**config.mk**
```make
export PLATFORM = sky130hd
export DESIGN_NAME = alpha_aware_convolution_filter_top
export DESIGN_NICKNAME = d
export VERILOG_FILES = /design/src/hdl/aacf_pkg.sv /design/src/hdl/aacf_mac.sv /design/src/hdl/aacf_div.sv /design/src/hdl/alpha_aware_convolution_filter_top.sv
export SDC_FILE = /design/constraint.sdc
export NUM_CORES = 2
export LEC_CHECK = 0
export ABC_AREA = 1
export BUFFER_PORTS_ARGS = -buffer_cell sky130_fd_sc_hd__buf_2
export CORE_MARGIN = 2
export CORE_UTILIZATION = 35
export DETAILED_ROUTE_END_ITERATION = 7
export SETUP_SLACK_MARGIN = 0.05
export SLEW_MARGIN = 5
export SYNTH_ARGS = -nofsm -noshare
export SYNTH_HDL_FRONTEND = slang
export SYNTH_SLANG_ARGS = --single-unit
```
**constraint.sdc**
```tcl
create_clock -name clk -period 6.67 [get_ports clk]
set_input_delay 1.334 -clock clk [delete_from_list [all_inputs] [get_ports clk]]
set_output_delay 1.334 -clock clk [all_outputs]
set_load 0.1 [all_outputs]
```
**src/hdl/aacf_pkg.sv**
```systemverilog
// ----------------------------------------------------------------------------
// aacf_pkg: shared types and constants of the alpha-aware convolution filter
// Holds the configuration register indexes, datapath widths and the control
// bundle that the sequencer sends to the accumulator.
// ----------------------------------------------------------------------------
`default_nettype none

package aacf_pkg;

	// Configuration register indexes.
	localparam logic [2:0] REG_TAPS_LOW  = 3'd0;
	localparam logic [2:0] REG_TAPS_MID  = 3'd1;
	localparam logic [2:0] REG_TAPS_HIGH = 3'd2;
	localparam logic [2:0] REG_DIVISOR   = 3'd3;
	localparam logic [2:0] REG_BIAS      = 3'd4;
	localparam logic [2:0] REG_CH_MASK   = 3'd5;
	localparam logic [2:0] REG_GRAY_MODE = 3'd6;
	localparam logic [2:0] REG_CENTER    = 3'd7;

	// Datapath widths.
	localparam int COEF_W = 16;
	localparam int SUM_W  = 32;
	localparam int RDIV_W = 21;
	localparam int QUO_W  = 34;

	// Channel numbers in pixel order.
	localparam logic [1:0] CH_RED   = 2'd0;
	localparam logic [1:0] CH_GREEN = 2'd1;
	localparam logic [1:0] CH_BLUE  = 2'd2;
	localparam logic [1:0] CH_ALPHA = 2'd3;

	// Largest channel value after clamping.
	localparam int CHAN_MAX = 255;

	// Control bundle from the sequencer to the accumulator.
	typedef struct packed {
		logic                     clear;
		logic                     add;
		logic [1:0]               ch;
		logic [7:0]               chan;
		logic signed [COEF_W-1:0] coef;
	} mac_ctl_t;

endpackage

`default_nettype wire

```
**src/hdl/aacf_mac.sv**
```systemverilog
// ----------------------------------------------------------------------------
// aacf_mac: shared multiply-accumulate unit
// Holds the four channel sums and adds one channel value times one
// coefficient to the selected sum per cycle while add is set.
// ----------------------------------------------------------------------------
`default_nettype none

module aacf_mac (
	input  wire logic                              clk,
	input  wire logic                              arst_n,
	input  wire aacf_pkg::mac_ctl_t                ctl,
	output logic signed [aacf_pkg::SUM_W-1:0]      sum
);

	logic signed [aacf_pkg::SUM_W-1:0] sum_q [4];
	logic signed [24:0]                prod;

	// One 9x16 signed product per cycle.
	assign prod = $signed({1'b0, ctl.chan}) * ctl.coef;

	// The selected sum is read for both accumulation and division.
	assign sum = sum_q[ctl.ch];

	// Channel sums, cleared at the first tap of a neighborhood.
	always_ff @(posedge clk or negedge arst_n) begin
		if (!arst_n) begin
			for (int i = 0; i < 4; i++) sum_q[i] <= '0;
		end else if (ctl.clear) begin
			for (int i = 0; i < 4; i++) sum_q[i] <= '0;
		end else if (ctl.add) begin
			sum_q[ctl.ch] <= sum_q[ctl.ch] + aacf_pkg::SUM_W'(prod);
		end
	end

endmodule

`default_nettype wire

```
**src/hdl/aacf_div.sv**
```systemverilog
// ----------------------------------------------------------------------------
// aacf_div: iterative signed divider
// Divides a 32-bit sum by a 21-bit divisor one quotient bit per cycle,
// truncating toward zero. The result is valid while done is high.
// ----------------------------------------------------------------------------
`default_nettype none

module aacf_div (
	input  wire logic                               clk,
	input  wire logic                               arst_n,
	input  wire logic                               start,
	input  wire logic signed [aacf_pkg::SUM_W-1:0]  dividend,
	input  wire logic signed [aacf_pkg::RDIV_W-1:0] divisor,
	output logic                                    done,
	output logic signed [aacf_pkg::QUO_W-1:0]       quotient
);

	localparam int SW = aacf_pkg::SUM_W;
	localparam int DW = aacf_pkg::RDIV_W;

	logic                  busy_q;
	logic                  done_q;
	logic [4:0]            cnt_q;
	logic [SW-1:0]         work_q;
	logic [DW-1:0]         rem_q;
	logic [DW-1:0]         dvs_q;
	logic                  neg_q;
	logic [DW+1:0]         trial;
	logic signed [aacf_pkg::QUO_W-1:0] qmag;

	// Trial subtraction of the divisor from the shifted remainder.
	assign trial = {1'b0, rem_q, work_q[SW-1]} - {2'b0, dvs_q};

	// Restore the sign on the magnitude quotient.
	assign qmag     = {2'b0, work_q};
	assign quotient = neg_q ? -qmag : qmag;
	assign done     = done_q;

	// Restoring division over the dividend bits, most significant first.
	always_ff @(posedge clk or negedge arst_n) begin
		if (!arst_n) begin
			busy_q <= 1'b0;
			done_q <= 1'b0;
			cnt_q  <= '0;
		end else begin
			done_q <= 1'b0;
			if (start) begin
				busy_q <= 1'b1;
				cnt_q  <= '0;
			end else if (busy_q) begin
				cnt_q <= cnt_q + 5'd1;
				if (cnt_q == 5'(SW - 1)) begin
					busy_q <= 1'b0;
					done_q <= 1'b1;
				end
			end
		end
	end

	// Operand and remainder registers.
	always_ff @(posedge clk) begin
		if (start) begin
			work_q <= dividend[SW-1] ? SW'(-dividend) : SW'(dividend);
			dvs_q  <= divisor[DW-1] ? DW'(-divisor) : DW'(divisor);
			rem_q  <= '0;
			neg_q  <= dividend[SW-1] ^ divisor[DW-1];
		end else if (busy_q) begin
			if (!trial[DW+1]) begin
				rem_q  <= trial[DW-1:0];
				work_q <= {work_q[SW-2:0], 1'b1};
			end else begin
				rem_q  <= {rem_q[DW-2:0], work_q[SW-1]};
				work_q <= {work_q[SW-2:0], 1'b0};
			end
		end
	end

endmodule

`default_nettype wire

```
**src/hdl/alpha_aware_convolution_filter_top.sv**
```systemverilog
// ----------------------------------------------------------------------------
// alpha_aware_convolution_filter_top: alpha-aware convolution kernel
// Accumulates weighted neighborhood pixels and emits one filtered pixel.
// ----------------------------------------------------------------------------
// Usage:
// The input stream carries one neighborhood pixel per transfer in row-major
// kernel order, with s_tlast on the final pixel. Each last pixel produces
// one result transfer: m_tdata is the filtered pixel and m_tuser is set when
// the centre pixel was passed through unchanged.
// Each tap is taken in the transfer cycle and then runs through the shared
// multiply-accumulate unit, one channel at a time. On the last tap each
// divided channel then runs through the shared bit-serial divider, each
// copied channel takes its centre value, and the output register loads. A
// passed through centre skips the divider and goes straight to that load.
// s_tready is low while a tap is in work. A finished result sits in the
// output register; the next pixels are taken meanwhile, and only a following
// result waits while m_tready is low. Reset clears the sums and tap count,
// loads the register defaults and drops m_tvalid. The user must write
// configuration only while the block is idle; the block does not enforce it.
// ----------------------------------------------------------------------------
`default_nettype none

module alpha_aware_convolution_filter_top #(
	parameter int KERNEL_TAPS = 9
) (
	input  wire logic        clk,
	input  wire logic        arst_n,
	// Configuration write port.
	input  wire logic        cfg_we,
	input  wire logic [2:0]  cfg_addr,
	input  wire logic [63:0] cfg_data,
	// Input stream. tdata: pixel[31:0]. tlast: last_tap.
	input  wire logic        s_tvalid,
	output logic             s_tready,
	input  wire logic [31:0] s_tdata,
	input  wire logic        s_tlast,
	// Output stream. tdata: result_pixel[31:0]. tuser: passed_through.
	output logic             m_tvalid,
	input  wire logic        m_tready,
	output logic [31:0]      m_tdata,
	output logic             m_tuser
);

	localparam int TW = $clog2(KERNEL_TAPS + 1);
	localparam int CW = aacf_pkg::COEF_W;
	localparam int RW = aacf_pkg::RDIV_W;
	localparam int QW = aacf_pkg::QUO_W;

	typedef enum logic [2:0] {
		ST_IDLE,
		ST_MAC,
		ST_FIN,
		ST_DWAIT,
		ST_EMIT
	} state_t;

	// Configuration registers.
	logic [63:0]          taps_q [3];
	logic signed [CW-1:0] div_cfg_q;
	logic signed [CW-1:0] bias_q;
	logic [3:0]           mask_q;
	logic                 gray_q;
	logic [3:0]           ctap_q;

	// Sequencer and tap state.
	state_t               state_q;
	logic [TW-1:0]        tap_cnt_q;
	logic signed [RW-1:0] rdiv_q;
	logic [31:0]          centre_q;
	logic [31:0]          pix_q;
	logic                 last_q;
	logic signed [CW-1:0] coef_q;
	logic                 en_q;
	logic [1:0]           ch_q;
	logic [7:0]           res_q [4];
	logic                 pass_q;
	logic                 m_tvalid_q;
	logic [31:0]          m_tdata_q;
	logic                 m_tuser_q;

	logic                 accept;
	logic [3:0]           tap4;
	logic                 in_range;
	logic signed [CW-1:0] coef_in;
	logic [7:0]           alpha_in;
	logic signed [RW-1:0] base_div;
	aacf_pkg::mac_ctl_t   mac_ctl;
	logic signed [aacf_pkg::SUM_W-1:0] sum;
	logic                 div_start;
	logic                 div_done;
	logic signed [RW-1:0] div_dvs;
	logic signed [QW-1:0] quotient;
	logic signed [QW-1:0] biased;
	logic [7:0]           clamped;
	logic                 ch_div;
	logic [7:0]           ch_centre;
	logic [7:0]           ch_val;
	logic                 ch_active;
	logic                 emit_ok;
	logic [31:0]          result;

	assign accept   = s_tvalid && s_tready;
	assign s_tready = (state_q == ST_IDLE);
	assign m_tvalid = m_tvalid_q;
	assign m_tdata  = m_tdata_q;
	assign m_tuser  = m_tuser_q;

	// Coefficient and alpha of the incoming tap.
	assign tap4     = 4'(tap_cnt_q);
	assign in_range = tap_cnt_q < TW'(KERNEL_TAPS);
	assign alpha_in = gray_q ? s_tdata[15:8] : s_tdata[31:24];
	assign base_div = (tap_cnt_q == '0) ? RW'(div_cfg_q) : rdiv_q;

	always_comb begin
		unique case (tap4[3:2])
			2'd0:    coef_in = taps_q[0][{tap4[1:0], 4'b0} +: CW];
			2'd1:    coef_in = taps_q[1][{tap4[1:0], 4'b0} +: CW];
			2'd2:    coef_in = taps_q[2][{tap4[1:0], 4'b0} +: CW];
			default: coef_in = '0;
		endcase
	end

	// Channel selection for the accumulator and the final pass.
	always_comb begin
		unique case (ch_q)
			aacf_pkg::CH_RED: begin
				ch_val    = pix_q[7:0];
				ch_centre = centre_q[7:0];
				ch_div    = mask_q[0];
				ch_active = 1'b1;
			end
			aacf_pkg::CH_GREEN: begin
				ch_val    = pix_q[15:8];
				ch_centre = gray_q ? 8'd0 : centre_q[15:8];
				ch_div    = !gray_q && mask_q[1];
				ch_active = !gray_q;
			end
			aacf_pkg::CH_BLUE: begin
				ch_val    = pix_q[23:16];
				ch_centre = gray_q ? 8'd0 : centre_q[23:16];
				ch_div    = !gray_q && mask_q[2];
				ch_active = !gray_q;
			end
			default: begin
				ch_val    = gray_q ? pix_q[15:8] : pix_q[31:24];
				ch_centre = gray_q ? centre_q[15:8] : centre_q[31:24];
				ch_div    = mask_q[3] && (div_cfg_q != '0);
				ch_active = 1'b1;
			end
		endcase
	end

	// Accumulator control.
	always_comb begin
		mac_ctl.clear = accept && (tap_cnt_q == '0);
		mac_ctl.add   = (state_q == ST_MAC) && en_q && ch_active;
		mac_ctl.ch    = ch_q;
		mac_ctl.chan  = ch_val;
		mac_ctl.coef  = coef_q;
	end

	aacf_mac u_mac (
		.clk    (clk),
		.arst_n (arst_n),
		.ctl    (mac_ctl),
		.sum    (sum)
	);

	// Alpha divides by the configured divisor, colors by the running one.
	assign div_dvs   = (ch_q == aacf_pkg::CH_ALPHA) ? RW'(div_cfg_q) : rdiv_q;
	assign div_start = (state_q == ST_FIN) && (rdiv_q != '0) && ch_div;

	aacf_div u_div (
		.clk      (clk),
		.arst_n   (arst_n),
		.start    (div_start),
		.dividend (sum),
		.divisor  (div_dvs),
		.done     (div_done),
		.quotient (quotient)
	);

	// Add the bias and clamp to one byte.
	assign biased = quotient + QW'(bias_q);
	always_comb begin
		priority if (biased < 0) begin
			clamped = 8'd0;
		end else if (biased > QW'(aacf_pkg::CHAN_MAX)) begin
			clamped = 8'(aacf_pkg::CHAN_MAX);
		end else begin
			clamped = biased[7:0];
		end
	end

	// Output pixel in the input packing.
	always_comb begin
		if (pass_q) begin
			result = gray_q ? {16'd0, centre_q[15:0]} : centre_q;
		end else if (gray_q) begin
			result = {16'd0, res_q[3], res_q[0]};
		end else begin
			result = {res_q[3], res_q[2], res_q[1], res_q[0]};
		end
	end

	assign emit_ok = !m_tvalid_q || m_tready;

	// Configuration writes.
	always_ff @(posedge clk or negedge arst_n) begin
		if (!arst_n) begin
			taps_q[0] <= '0;
			taps_q[1] <= '0;
			taps_q[2] <= '0;
			div_cfg_q <= 16'sd1;
			bias_q    <= '0;
			mask_q    <= 4'hf;
			gray_q    <= 1'b0;
			ctap_q    <= 4'd4;
		end else if (cfg_we) begin
			unique case (cfg_addr)
				aacf_pkg::REG_TAPS_LOW:  taps_q[0] <= cfg_data;
				aacf_pkg::REG_TAPS_MID:  taps_q[1] <= cfg_data;
				aacf_pkg::REG_TAPS_HIGH: taps_q[2] <= cfg_data;
				aacf_pkg::REG_DIVISOR:   div_cfg_q <= cfg_data[15:0];
				aacf_pkg::REG_BIAS:      bias_q    <= cfg_data[15:0];
				aacf_pkg::REG_CH_MASK:   mask_q    <= cfg_data[3:0];
				aacf_pkg::REG_GRAY_MODE: gray_q    <= cfg_data[0];
				aacf_pkg::REG_CENTER:    ctap_q    <= cfg_data[3:0];
				default: ;
			endcase
		end
	end

	// Sequencer: tap intake, channel accumulation, division and emit.
	always_ff @(posedge clk or negedge arst_n) begin
		if (!arst_n) begin
			state_q    <= ST_IDLE;
			tap_cnt_q  <= '0;
			rdiv_q     <= RW'(1);
			centre_q   <= '0;
			pix_q      <= '0;
			last_q     <= 1'b0;
			coef_q     <= '0;
			en_q       <= 1'b0;
			ch_q       <= '0;
			for (int i = 0; i < 4; i++) res_q[i] <= '0;
			pass_q     <= 1'b0;
			m_tvalid_q <= 1'b0;
			m_tdata_q  <= '0;
			m_tuser_q  <= 1'b0;
		end else begin
			// A taken result frees the output register unless a new one loads now.
			if (m_tvalid_q && m_tready && (state_q != ST_EMIT)) begin
				m_tvalid_q <= 1'b0;
			end
			unique case (state_q)
				ST_IDLE: begin
					if (accept) begin
						pix_q  <= s_tdata;
						last_q <= s_tlast;
						coef_q <= coef_in;
						en_q   <= in_range && (coef_in != '0) && (alpha_in != '0);
						ch_q   <= '0;
						pass_q <= 1'b0;
						if (in_range && (coef_in != '0) && (alpha_in == '0)) begin
							rdiv_q <= base_div - RW'(coef_in);
						end else begin
							rdiv_q <= base_div;
						end
						if (in_range && (tap4 == ctap_q)) begin
							centre_q <= s_tdata;
						end else if (tap_cnt_q == '0) begin
							centre_q <= '0;
						end
						if (s_tlast) begin
							tap_cnt_q <= '0;
						end else if (in_range) begin
							tap_cnt_q <= tap_cnt_q + TW'(1);
						end
						state_q <= ST_MAC;
					end
				end
				ST_MAC: begin
					ch_q <= ch_q + 2'd1;
					if (ch_q == aacf_pkg::CH_ALPHA) begin
						state_q <= last_q ? ST_FIN : ST_IDLE;
					end
				end
				ST_FIN: begin
					if (rdiv_q == '0) begin
						pass_q  <= 1'b1;
						state_q <= ST_EMIT;
					end else if (ch_div) begin
						state_q <= ST_DWAIT;
					end else begin
						res_q[ch_q] <= ch_centre;
						ch_q        <= ch_q + 2'd1;
						if (ch_q == aacf_pkg::CH_ALPHA) begin
							state_q <= ST_EMIT;
						end
					end
				end
				ST_DWAIT: begin
					if (div_done) begin
						res_q[ch_q] <= clamped;
						ch_q        <= ch_q + 2'd1;
						state_q     <= (ch_q == aacf_pkg::CH_ALPHA) ? ST_EMIT : ST_FIN;
					end
				end
				ST_EMIT: begin
					if (emit_ok) begin
						m_tvalid_q <= 1'b1;
						m_tdata_q  <= result;
						m_tuser_q  <= pass_q;
						state_q    <= ST_IDLE;
					end
				end
				default: state_q <= ST_IDLE;
			endcase
		end
	end

endmodule

`default_nettype wire

```
==> impl_metrics.json <==
{
  "timing.reg2reg.setup_slack_ns": 0.28,
  "hold_viol_final": 0,
  "r2r-end": "u_mac.sum_q[90]$_DFFE_PN0P_",
  "crit_arrival_ns": 6.91,
  "syn_inst": 5275,
  "drive_gt1_share_pct": 10.3,
  "antenna_found_initial": 7,
  "synth_simple_gate_area_share_pct": 22.6,
  "rr_worst_depth": 28,
  "worst_pin_slew_ns": 1.15,
  "htree_levels": 3,
  "ctsHoldBuffers": 0,
  "max-cap-violations": 0,
  "finalNetCount": 5790,
  "grt_pass1_wl_um": 198000,
  "synthAdderAreaFrac_pct": 11.4,
  "min_period_over_period_pct": 95.8,
  "rows": 125,
  "antennaDiodeCount": 0,
  "synth_top_family_by_area": "simple AND/OR/NAND/NOR gates",
  "first_global_vias": 34800,
  "rsz0062_at_grt": "yes",
  "cts_max_path_buffers": 3,
  "hold_depth": 2,
  "synth_top_cell_area_share_pct": 33.2,
  "synth_top_flop_cell": "dfrtp_1",
  "io_buffers": 139,
  "timing.fmax_mhz": 157,
  "drt_iter0_drc": 3123,
  "max_slew_margin_pct": 22.8,
  "cp-startpoint": "ch_q[0]$_DFFE_PN0P_",
  "timing.critical_path.buf_inv": 8,
  "synth_xor_area_share_pct": 2.67,
  "cts_tree": "built",
  "drtAntennaViolNets": 0,
  "clock_sinks": 622,
  "setup_viol": 0,
  "critPathMaxFanout": 10,
  "yosysSeqAreaShare_pct": 38.7,
  "start_util_pct": 35.2,
  "end_kind": "register",
  "drv_slew": 0,
  "cts.clk_slew.worst_paths_ns": 0.06,
  "place_congestion": 0.934,
  "slowest_stage": "fa_2",
  "ys_types": 69,
  "ys_seq_elements": 622,
  "critPathTopFamily": "adder cells",
  "outcome": "complete, no violations",
  "netlist_area_um2": 40700,
  "critical-path-max-stage-delay_ns": 0.64,
  "worstSetupEndpoint": "u_mac.sum_q[90]$_DFFE_PN0P_",
  "synth_nets": 5671,
  "dr.pass1.iters": 6,
  "place_ws_ns": 0.129,
  "die_x_um": 345,
  "numCtsBuffers": 71,
  "grt_max_degree": 161,
  "routed-via-count": 35900,
  "vias_per_cell": 5.14,
  "placed_cell_area_um2": 43200,
  "fp.dieH_um": 345,
  "worstPathRequired_ns": 7.19,
  "critPathLaunchType": "register",
  "avgSynthCellArea_um2": 7.71,
  "worstSetupPathType": "register to register",
  "yosys-top-cells-area": "dfrtp_1 (33%), nand2_1 (14%), fa_1 (6.6%)",
  "synthMuxAreaShare_pct": 0,
  "finalInstanceArea_um2": 45900,
  "synth_compound_area_share_pct": 15.4,
  "finalSetupTns_ns": 0,
  "finalWorstSetupSlack_ns": 0.281,
  "routed_wl_um": 126000,
  "core_area_um2": 116000,
  "wl_per_cell_um": 18.0,
  "drc": 0,
  "hold_path_class": "register to register",
  "dp_hpwl_um": 93200,
  "async_flop_share_pct": 87.9,
  "ioPinCount": 140,
  "dieArea_um2": 119000,
  "gr-total-overflow": 0,
  "cts_root_buffer": "clkbuf_16",
  "synth_edf_count": 54,
  "final.min_clock_period_ns": 6.39,
  "ys_warn_count": 0,
  "syn2layout_area_growth_pct": 12.8,
  "netlist.top_cell.by_area": "dfrtp_1",
  "insertion_delay_ns": 0.64,
  "crit_cells": 28,
  "finalClockSkew_ns": 0.0258,
  "grt_util_all_layers_pct": 21.1,
  "rr_startpoint": "ch_q[0]$_DFFE_PN0P_"
}
-- registers in the layout, indices dropped and copies added, names as in the netlist, 2 cells and up --
name          flops
u_div.work_q     32
rdiv_q           21
u_div.dvs_q      21
mask_q            4
u_div.cnt_q       5
taps_q          192
res_q            32
u_mac.sum_q     128
coef_q           16
u_div.rem_q      21
ctap_q            4
pix_q            32
state_q           3
ch_q              2
div_cfg_q        16
centre_q         32
bias_q           16
tap4              4
m_tdata          32
-- final cells by class --
type	instances	area (um^2)
Clock buffer	101	2070
Multi-Input combinational cell	3732	21400
Tap cell	1524	1910
Timing Repair Buffer	262	1670
Inverter	703	2650
Clock inverter	28	414
Sequential cell	622	15700
Timing Repair inverter	2	12.5
Fill cell	11900	69900
-- through the flow --
step | cells | util [%] | hold slack (ns)
2_1_floorplan | 5275 | - | 0.427
3_3_place_gp | 6837 | 37.3 | 0.445
3_5_place_dp | 6837 | 37.3 | 0.451
4_1_cts | 6966 | 39.5 | 0.459
5_1_grt | 6974 | 39.6 | 0.493
6_report | 6974 | 39.6 | 0.463
-- routing by layer --
layer / part of all wire [%] / track usage (%) / vias up
li1: - / - / 17400
met1: 46 / 29.9 / 17300
met2: 46 / 34.0 / 1038
met3: 6.4 / 3.21 / 160
met4: 2.0 / 4.77 / 0
met5: 0 / 0 / -
-- cells in the mapped netlist, types with 23 or more instances --
| cell type | number |
|---|---|
| o21ai_1 | 60 |
| dfrtp_1 | 540 |
| nand2_1 | 1479 |
| fa_1 | 135 |
| edfxtp_1 | 54 |
| ha_1 | 156 |
| a21oi_1 | 212 |
| o21ai_0 | 534 |
| o211ai_1 | 67 |
| clkbuf_1 | 127 |
| nand3_1 | 285 |
| nor3_1 | 37 |
| nand4_1 | 40 |
| nand2_2 | 23 |
| inv_1 | 672 |
| xor2_1 | 76 |
| xnor2_1 | 48 |
| buf_2 | 54 |
| nor2_1 | 274 |
| o22ai_1 | 90 |
-- cell usage in the layout, fill, tap and decap left out, drive strengths merged, types with 14 or more instances in the layout --
cell type | netlist | routed
a21oi | 228 | 228
a32o | 14 | 14
buf | 87 | 262
clkbuf | 131 | 101
clkinv | 8 | 15
dfrtp | 540 | 540
dfxtp | 21 | 21
edfxtp | 54 | 54
fa | 135 | 135
ha | 156 | 156
inv | 695 | 702
nand2 | 1504 | 1504
nand3 | 297 | 297
nand4 | 41 | 41
nor2 | 288 | 288
nor3 | 43 | 43
nor4 | 16 | 16
o211ai | 67 | 67
o21ai | 606 | 606
o22ai | 97 | 97
or2 | 18 | 18
xnor2 | 48 | 48
xor2 | 76 | 76
-- worst min-delay path, cell delays in order (launching register included) --
cell and delay (ns):
dfxtp_1 0.31, nand2_1 0.06, nand2_1 0.04
-- kinds of logic after synthesis --
| logic type | after synthesis |
|---|---|
| AND/OR/NAND/NOR | 2220 |
| flip-flops | 622 |
| AO/OA/AOI/OAI | 1097 |
| XOR/XNOR | 124 |
| buffers and inverters | 921 |
| adder cells (fa/ha/maj) | 291 |
-- what timing repair did --
action                     CTS  global route
setup endpoints to repair    0            66
buffers inserted             0             6
resized for setup            0            38
-- worst min-delay path by stage --
| stage | start | end | slack [ns] |
|---|---|---|---|
| after detailed placement | u_div.rem_q[20]$_SDFFE_PP0P_ | u_div.rem_q[20]$_SDFFE_PP0P_ | 0.45 |
| after global placement | u_div.rem_q[20]$_SDFFE_PP0P_ | u_div.rem_q[20]$_SDFFE_PP0P_ | 0.44 |
| after CTS | u_div.rem_q[20]$_SDFFE_PP0P_ | u_div.rem_q[20]$_SDFFE_PP0P_ | 0.46 |
| after floorplan | u_div.rem_q[20]$_SDFFE_PP0P_ | u_div.rem_q[20]$_SDFFE_PP0P_ | 0.43 |
| final | u_div.rem_q[20]$_SDFFE_PP0P_ | u_div.rem_q[20]$_SDFFE_PP0P_ | 0.46 |
| after global routing | u_div.rem_q[19]$_SDFFE_PP0P_ | u_div.rem_q[19]$_SDFFE_PP0P_ | 0.49 |
Power is left out: the tool's default activity adds up to more than one toggle a clock period on the data nets, which glitch-free logic cannot reach.
